[src/hdl/line_rasterizer_macros.svh]
// Assertion macros for the line rasterizer.
`ifndef LINE_RASTERIZER_MACROS_SVH
`define LINE_RASTERIZER_MACROS_SVH

// Same-cycle implication, disabled while reset is held.
`define LRAST_ASSERT_NOW(label, clk, rst_n, ante, cons, msg) \
    label: assert property (@(posedge clk) disable iff (!rst_n) (ante) |-> (cons)) \
        else $error(msg);

// Next-cycle implication, disabled while reset is held.
`define LRAST_ASSERT_NEXT(label, clk, rst_n, ante, cons, msg) \
    label: assert property (@(posedge clk) disable iff (!rst_n) (ante) |=> (cons)) \
        else $error(msg);

`endif

[src/hdl/lrast_pkg.sv]
package lrast_pkg;

    localparam int COORD_BITS = 6;
    // error term holds values from -2*span up to 4*span
    localparam int ERR_BITS   = COORD_BITS + 3;

    typedef logic [COORD_BITS-1:0] t_coord;
    typedef logic signed [ERR_BITS-1:0] t_err;

    typedef struct packed {
        t_coord start_col;
        t_coord start_row;
        t_coord end_col;
        t_coord end_row;
    } t_line_in;

    typedef struct packed {
        t_coord pixel_col;
        t_coord pixel_row;
        logic   last_pixel;
    } t_pixel_out;

    typedef enum logic [1:0] {
        ADJ_NONE,
        ADJ_UP,
        ADJ_DOWN
    } t_adj;

    typedef struct packed {
        t_err err;
        t_adj adj;
    } t_err_res;

    typedef enum logic [1:0] {
        ST_IDLE,
        ST_SETUP,
        ST_RUN
    } t_state;

endpackage

[src/hdl/line_rasterizer.sv]
// Line rasterizer: accepts one segment (start and end point on the grid) and
// emits its pixels from start toward end, one pixel per cycle while the output
// is not stalled, end point last with last_pixel set. The longer span is the
// major axis (row on a tie), and the minor coordinate is the exactly rounded
// (half up) integer position, tracked by one remainder accumulator that adds
// and corrects once per pixel. A segment passes a setup state and then emits
// major-span + 1 pixels; the input stalls from the accepting edge until the
// end point is loaded into the output register.
`include "line_rasterizer_macros.svh"

module line_rasterizer
    import lrast_pkg::*;
(
    input  logic       i_clk,
    input  logic       i_rst_n,
    input  logic       i_in_valid,
    input  t_line_in   i_in_data,
    output logic       o_in_stall,
    output logic       o_out_valid,
    output t_pixel_out o_out_data,
    input  logic       i_out_stall
);

    t_state     r_state, n_state;
    t_line_in   r_line, n_line;
    logic       r_col_major, n_col_major;
    logic       r_neg, n_neg;
    t_coord     r_cnt, n_cnt;
    t_err       r_dmin2, n_dmin2;
    t_err       r_span2, n_span2;
    t_err       r_err, n_err;
    t_coord     r_col, n_col;
    t_coord     r_row, n_row;
    logic       r_out_valid, n_out_valid;
    t_pixel_out r_out_data, n_out_data;

    logic signed [COORD_BITS:0] w_dc, w_dr, w_dmin;
    t_coord                     w_adc, w_adr, w_span;
    logic                       w_col_major;
    logic                       w_emit;
    t_coord                     w_major, w_minor;
    t_err_res                   w_res;

    lrast_err u_err (
        .i_err   (r_err),
        .i_dmin2 (r_dmin2),
        .i_span2 (r_span2),
        .o_res   (w_res)
    );

    // setup arithmetic on the captured segment
    always_comb begin
        w_dc = $signed({1'b0, r_line.end_col}) - $signed({1'b0, r_line.start_col});
        w_dr = $signed({1'b0, r_line.end_row}) - $signed({1'b0, r_line.start_row});
        w_adc = w_dc[COORD_BITS] ? t_coord'(-w_dc) : t_coord'(w_dc);
        w_adr = w_dr[COORD_BITS] ? t_coord'(-w_dr) : t_coord'(w_dr);
        w_col_major = w_adr < w_adc;
        w_span = w_col_major ? w_adc : w_adr;
        w_dmin = w_col_major ? w_dr : w_dc;
    end

    always_comb begin
        w_major = r_col_major ? r_col : r_row;
        w_minor = r_col_major ? r_row : r_col;
        w_major = r_neg ? w_major - 1'b1 : w_major + 1'b1;
        case (w_res.adj)
            ADJ_UP:   w_minor = w_minor + 1'b1;
            ADJ_DOWN: w_minor = w_minor - 1'b1;
            default:  w_minor = w_minor;
        endcase
    end

    assign w_emit = !r_out_valid || !i_out_stall;

    always_comb begin
        n_state     = r_state;
        n_line      = r_line;
        n_col_major = r_col_major;
        n_neg       = r_neg;
        n_cnt       = r_cnt;
        n_dmin2     = r_dmin2;
        n_span2     = r_span2;
        n_err       = r_err;
        n_col       = r_col;
        n_row       = r_row;
        n_out_valid = r_out_valid && i_out_stall;
        n_out_data  = r_out_data;
        case (r_state)
            ST_IDLE: begin
                if (i_in_valid) begin
                    n_line  = i_in_data;
                    n_state = ST_SETUP;
                end
            end
            ST_SETUP: begin
                n_col_major = w_col_major;
                n_neg       = w_col_major ? w_dc[COORD_BITS] : w_dr[COORD_BITS];
                n_cnt       = w_span;
                n_dmin2     = {w_dmin[COORD_BITS], w_dmin, 1'b0};
                n_span2     = {2'b00, w_span, 1'b0};
                n_err       = {3'b000, w_span};
                n_col       = r_line.start_col;
                n_row       = r_line.start_row;
                n_state     = ST_RUN;
            end
            ST_RUN: begin
                if (w_emit) begin
                    n_out_valid           = 1'b1;
                    n_out_data.pixel_col  = r_col;
                    n_out_data.pixel_row  = r_row;
                    n_out_data.last_pixel = (r_cnt == '0);
                    if (r_cnt == '0) begin
                        n_state = ST_IDLE;
                    end else begin
                        // advance one step along the major axis
                        n_cnt = r_cnt - 1'b1;
                        n_err = w_res.err;
                        if (r_col_major) begin
                            n_col = w_major;
                            n_row = w_minor;
                        end else begin
                            n_row = w_major;
                            n_col = w_minor;
                        end
                    end
                end
            end
            default: n_state = ST_IDLE;
        endcase
    end

    always_ff @(posedge i_clk) begin
        if (!i_rst_n) begin
            r_state     <= ST_IDLE;
            r_out_valid <= 1'b0;
        end else begin
            r_state     <= n_state;
            r_out_valid <= n_out_valid;
        end
    end

    always_ff @(posedge i_clk) begin
        r_line      <= n_line;
        r_col_major <= n_col_major;
        r_neg       <= n_neg;
        r_cnt       <= n_cnt;
        r_dmin2     <= n_dmin2;
        r_span2     <= n_span2;
        r_err       <= n_err;
        r_col       <= n_col;
        r_row       <= n_row;
        r_out_data  <= n_out_data;
    end

    assign o_in_stall  = (r_state != ST_IDLE);
    assign o_out_valid = r_out_valid;
    assign o_out_data  = r_out_data;

    `LRAST_ASSERT_NEXT(a_accept_setup, i_clk, i_rst_n, i_in_valid && !o_in_stall, r_state == ST_SETUP, "accepted item did not enter setup")
    `LRAST_ASSERT_NOW(a_err_range, i_clk, i_rst_n, r_state == ST_RUN && r_cnt != '0, r_err >= 0 && r_err < r_span2, "error term out of range")
    `LRAST_ASSERT_NOW(a_end_point, i_clk, i_rst_n, r_state == ST_RUN && r_cnt == '0, r_col == r_line.end_col && r_row == r_line.end_row, "walk did not reach end point")

endmodule

[src/hdl/lrast_err.sv]
module lrast_err
    import lrast_pkg::*;
(
    input  t_err     i_err,
    input  t_err     i_dmin2,
    input  t_err     i_span2,
    output t_err_res o_res
);

    t_err w_sum;

    assign w_sum = i_err + i_dmin2;

    // keep the remainder in [0, 2*span): one correction is always enough
    always_comb begin
        if (w_sum >= i_span2) begin
            o_res.err = w_sum - i_span2;
            o_res.adj = ADJ_UP;
        end else if (w_sum < 0) begin
            o_res.err = w_sum + i_span2;
            o_res.adj = ADJ_DOWN;
        end else begin
            o_res.err = w_sum;
            o_res.adj = ADJ_NONE;
        end
    end

endmodule
[config.mk]
export PLATFORM = sky130hd
export DESIGN_NAME = line_rasterizer
export DESIGN_NICKNAME = d
export VERILOG_FILES = /design/src/hdl/lrast_pkg.sv /design/src/hdl/line_rasterizer.sv /design/src/hdl/lrast_err.sv
export VERILOG_INCLUDE_DIRS = /design/src /design/src/hdl
export SDC_FILE = /design/constraint.sdc
export NUM_CORES = 1
export LEC_CHECK = 0
export ABC_AREA = 1
export BUFFER_PORTS_ARGS = -buffer_cell sky130_fd_sc_hd__clkbuf_2
export CORE_MARGIN = 2
export CORE_UTILIZATION = 50
export CTS_BUF_LIST = sky130_fd_sc_hd__clkbuf_2
export CTS_CLUSTER_DIAMETER = 200
export DETAILED_ROUTE_END_ITERATION = 10
export PLACE_DENSITY = 0.76
export SLEW_MARGIN = 20
export SYNTH_ARGS = -nofsm -noshare
export SYNTH_HDL_FRONTEND = slang
export SYNTH_SLANG_ARGS = --single-unit
[constraint.sdc]
create_clock -name i_clk -period 10.6 [get_ports i_clk]
set_input_delay 1.06 -clock i_clk [delete_from_list [all_inputs] [get_ports i_clk]]
set_output_delay 1.06 -clock i_clk [all_outputs]
set_load 0.005 [all_outputs]
==> metrics.csv <==
metric,value,unit
synth_area_leaders,"edfxtp_1, ha_1, nand2_1",
setup_slack,6.40,ns
finalSetupViolations,0,
synthesis.area,0.00555,mm^2
fin_area,0.00605,mm^2
grt_pass1_wl,20300,um
criticalPathCategory,reg -> reg,
place_inst,796,
area_growth,9.00,%
overflow,0,
nFillCells,962,
cp_max_fo,26,
rsz0062_at_grt,no,
antenna_left,0,
dp.final_hpwl,9310,um
ys_ff_latch,82,
critPathArrivalTime,4.54,ns
status,completed,
yosysTopAreaCellShare,42.8,%
fmax,0.238,GHz
cp_common_cell,nand2_1,
hold_class,reg -> reg,
grt_max_degree,31,
fin_skew,0.0545,ns
ys.flop_type,edfxtp_1,
cts_tree,done,
port_buffers,42,
drv_slew,0,
first_pass_iters,5,
dieArea,0.0120,mm^2
route.detailed.drc,0,
fin_crit,4.20,ns
end_kind,register,
regArea,0.00243,mm^2
postCtsHoldBufs,0,
cts_max_path_buffers,2,
placed_area,0.00589,mm^2
powerDensity,269,mW/mm^2
diodes,0,
clk_pin_slew_worst_paths,0.25,ns
place_congestion,0.900,
vdd_ir_drop_max,110,uV
synth_edf_count,79,
routed_wl,12100,um
yosys.cell_types.count,45,
synth_top_area_cell,edfxtp_1,
cts_sinks,82,
ctsResizeCount,0,
die_h,109,um
multi_input_area,0.00272,mm^2
antenna_found_initial,0,
fin_crit_sh,39.6,%
cts-htree-levels,3,
cpPeakStageDelay,0.52,ns
critical_path.slowest_cell,nand2_1,
layout.nets,746,
final.setup.tns,0,ns
power,1.63,mW
post_drt_wl_per_cell,14.9,um
dp_slack,6.48,ns
grt_use_total,22.0,%
maxCapViolCount,0,
drt_iter0_drc,287,
async_flop_share,0,%
tightest_slew,0.846,ns
avgSynthCellArea,8.88,um^2
postCtsSetupBuffers,0,
slew_headroom,43.6,%
core_area,0.0108,mm^2
initial_core_util,51.2,%
insertion_delay,0.58,ns
rows,38,
hold_viol_final,0,
synth_commonest_cells,"nand2_1, inv_1, edfxtp_1",
cp-start-kind,register,
yosysSeqAreaShare,43.8,%
numCtsBuffers,9,
p_leak,2.81,nW
die_w,109,um
root_buffer,clkbuf_2,
layout-drive-gt1-share,13.8,%
yosysMostFrequentCell,nand2_1,
cp_cell_sequence,inv_1 -> ha_1 -> inv_1 -> fa_1 -> nand3_1 -> nand2_1 -> nand2_1 -> nand2_1 -> a21oi_2 -> inv_2 -> or2_1 -> xor2_1 -> inv_1 -> ha_1 -> nand2_1 -> nor2_1 -> o21ai_0 -> nand2_1 -> inv_1 -> or2_1 -> o21a_1 -> nand2_1 -> nand2_1,
boundaryPins,43,
synthCells,625,
yosys_warnings,0,
final-instance-count-excl-fill,812,
via_per_inst,5.38,
syn_nets,704,
grt_pass1_vias,4279,
worstPathRequired,10.94,ns
num_vias,4369,
[worst paths after layout]
path / start / end / slack, ns / depth (start not counted)
hold reg to reg: r_row[2]$_DFFE_PP_ / o_out_data[3]$_DFFE_PP_ / 0.49 / 0
hold / removal: r_row[2]$_DFFE_PP_ / o_out_data[3]$_DFFE_PP_ / 0.49 / 0
setup / recovery: r_line[6]$_DFFE_PP_ / r_cnt[3]$_DFFE_PP_ / 6.40 / 23
setup reg to reg: r_line[6]$_DFFE_PP_ / r_cnt[3]$_DFFE_PP_ / 6.40 / 23
[cell type report]
class / count / area share, %
Clock buffer: 9 / 0.745
Clock inverter: 7 / 1.76
Inverter: 90 / 5.63
Multi-Input combinational cell: 439 / 44.9
Sequential cell: 82 / 40.2
Tap cell: 140 / 2.90
Timing Repair Buffer: 45 / 3.85
[critical path, delay by kind of cell, from the launching register on]
kind | cells | cell delay, ns
DFF | 1 | 0.41
buffers and inverters | 5 | 0.47
AOI/OAI and AO/OA | 3 | 0.43
adders and majority gates | 3 | 0.83
and+or+nand+nor | 11 | 1.63
xor gates and xnor gates | 1 | 0.21
[cells by family (layout without fill, tap and decap cells)]
group	count (synthesis)	count (layout)	synth area share (%)
xor+xnor	30	30	4.74
compound gates	107	107	11.4
flops	82	82	43.8
simple gates	251	251	20.2
buf+inv	104	151	7.51
fa+ha+maj	51	51	12.3
[through the flow]
step / hold slack, ns / util [%]
CTS: 0.490 / 55.7
floorplan: 0.426 / -
finish: 0.488 / 55.8
global route: 0.499 / 55.8
global placement: 0.435 / 54.3
detailed placement: 0.434 / 54.3
[flip-flops by register name, indices dropped and copies added, names as in the netlist]
register     cells
r_span2          6
r_row            6
r_col_major      1
r_err            9
r_neg            1
r_dmin2          7
o_out_data      13
o_out_valid      1
r_line          24
r_col            6
r_state          2
r_cnt            6
[report_power, final]
group	switching, mW	internal (mW)	total, mW
registers	0.0319	0.443	0.475
logic	0.618	0.326	0.944
clock network	0.124	0.0834	0.208
total	0.774	0.853	1.63
[placed cells by master, fill, tap and decap left out, drive strengths merged, types with 2 or more instances in the layout]
master    n
nor2     23
nor3      4
buf       3
o21ai    55
edfxtp   79
or2       8
bufinv    2
a21oi    30
o21bai    3
a21o      2
nand3b    5
xor2     19
nand4     4
nand3    44
fa        6
ha       45
clkbuf   51
inv      94
xnor2    11
nand2   161
o21a      4
dfxtp     3
o211ai    7
[layer usage]
| metal | wire length, um | global-route usage (%) | vias to the layer above |
|---|---|---|---|
| li1 | - | - | 2170 |
| met1 | 5490 | 29.9 | 2021 |
| met2 | 5650 | 36.0 | 152 |
| met3 | 699 | 3.62 | 26 |
| met4 | 255 | 7.59 | 0 |
| met5 | 0 | 0 | - |
(Power assumes the default switching activity.)
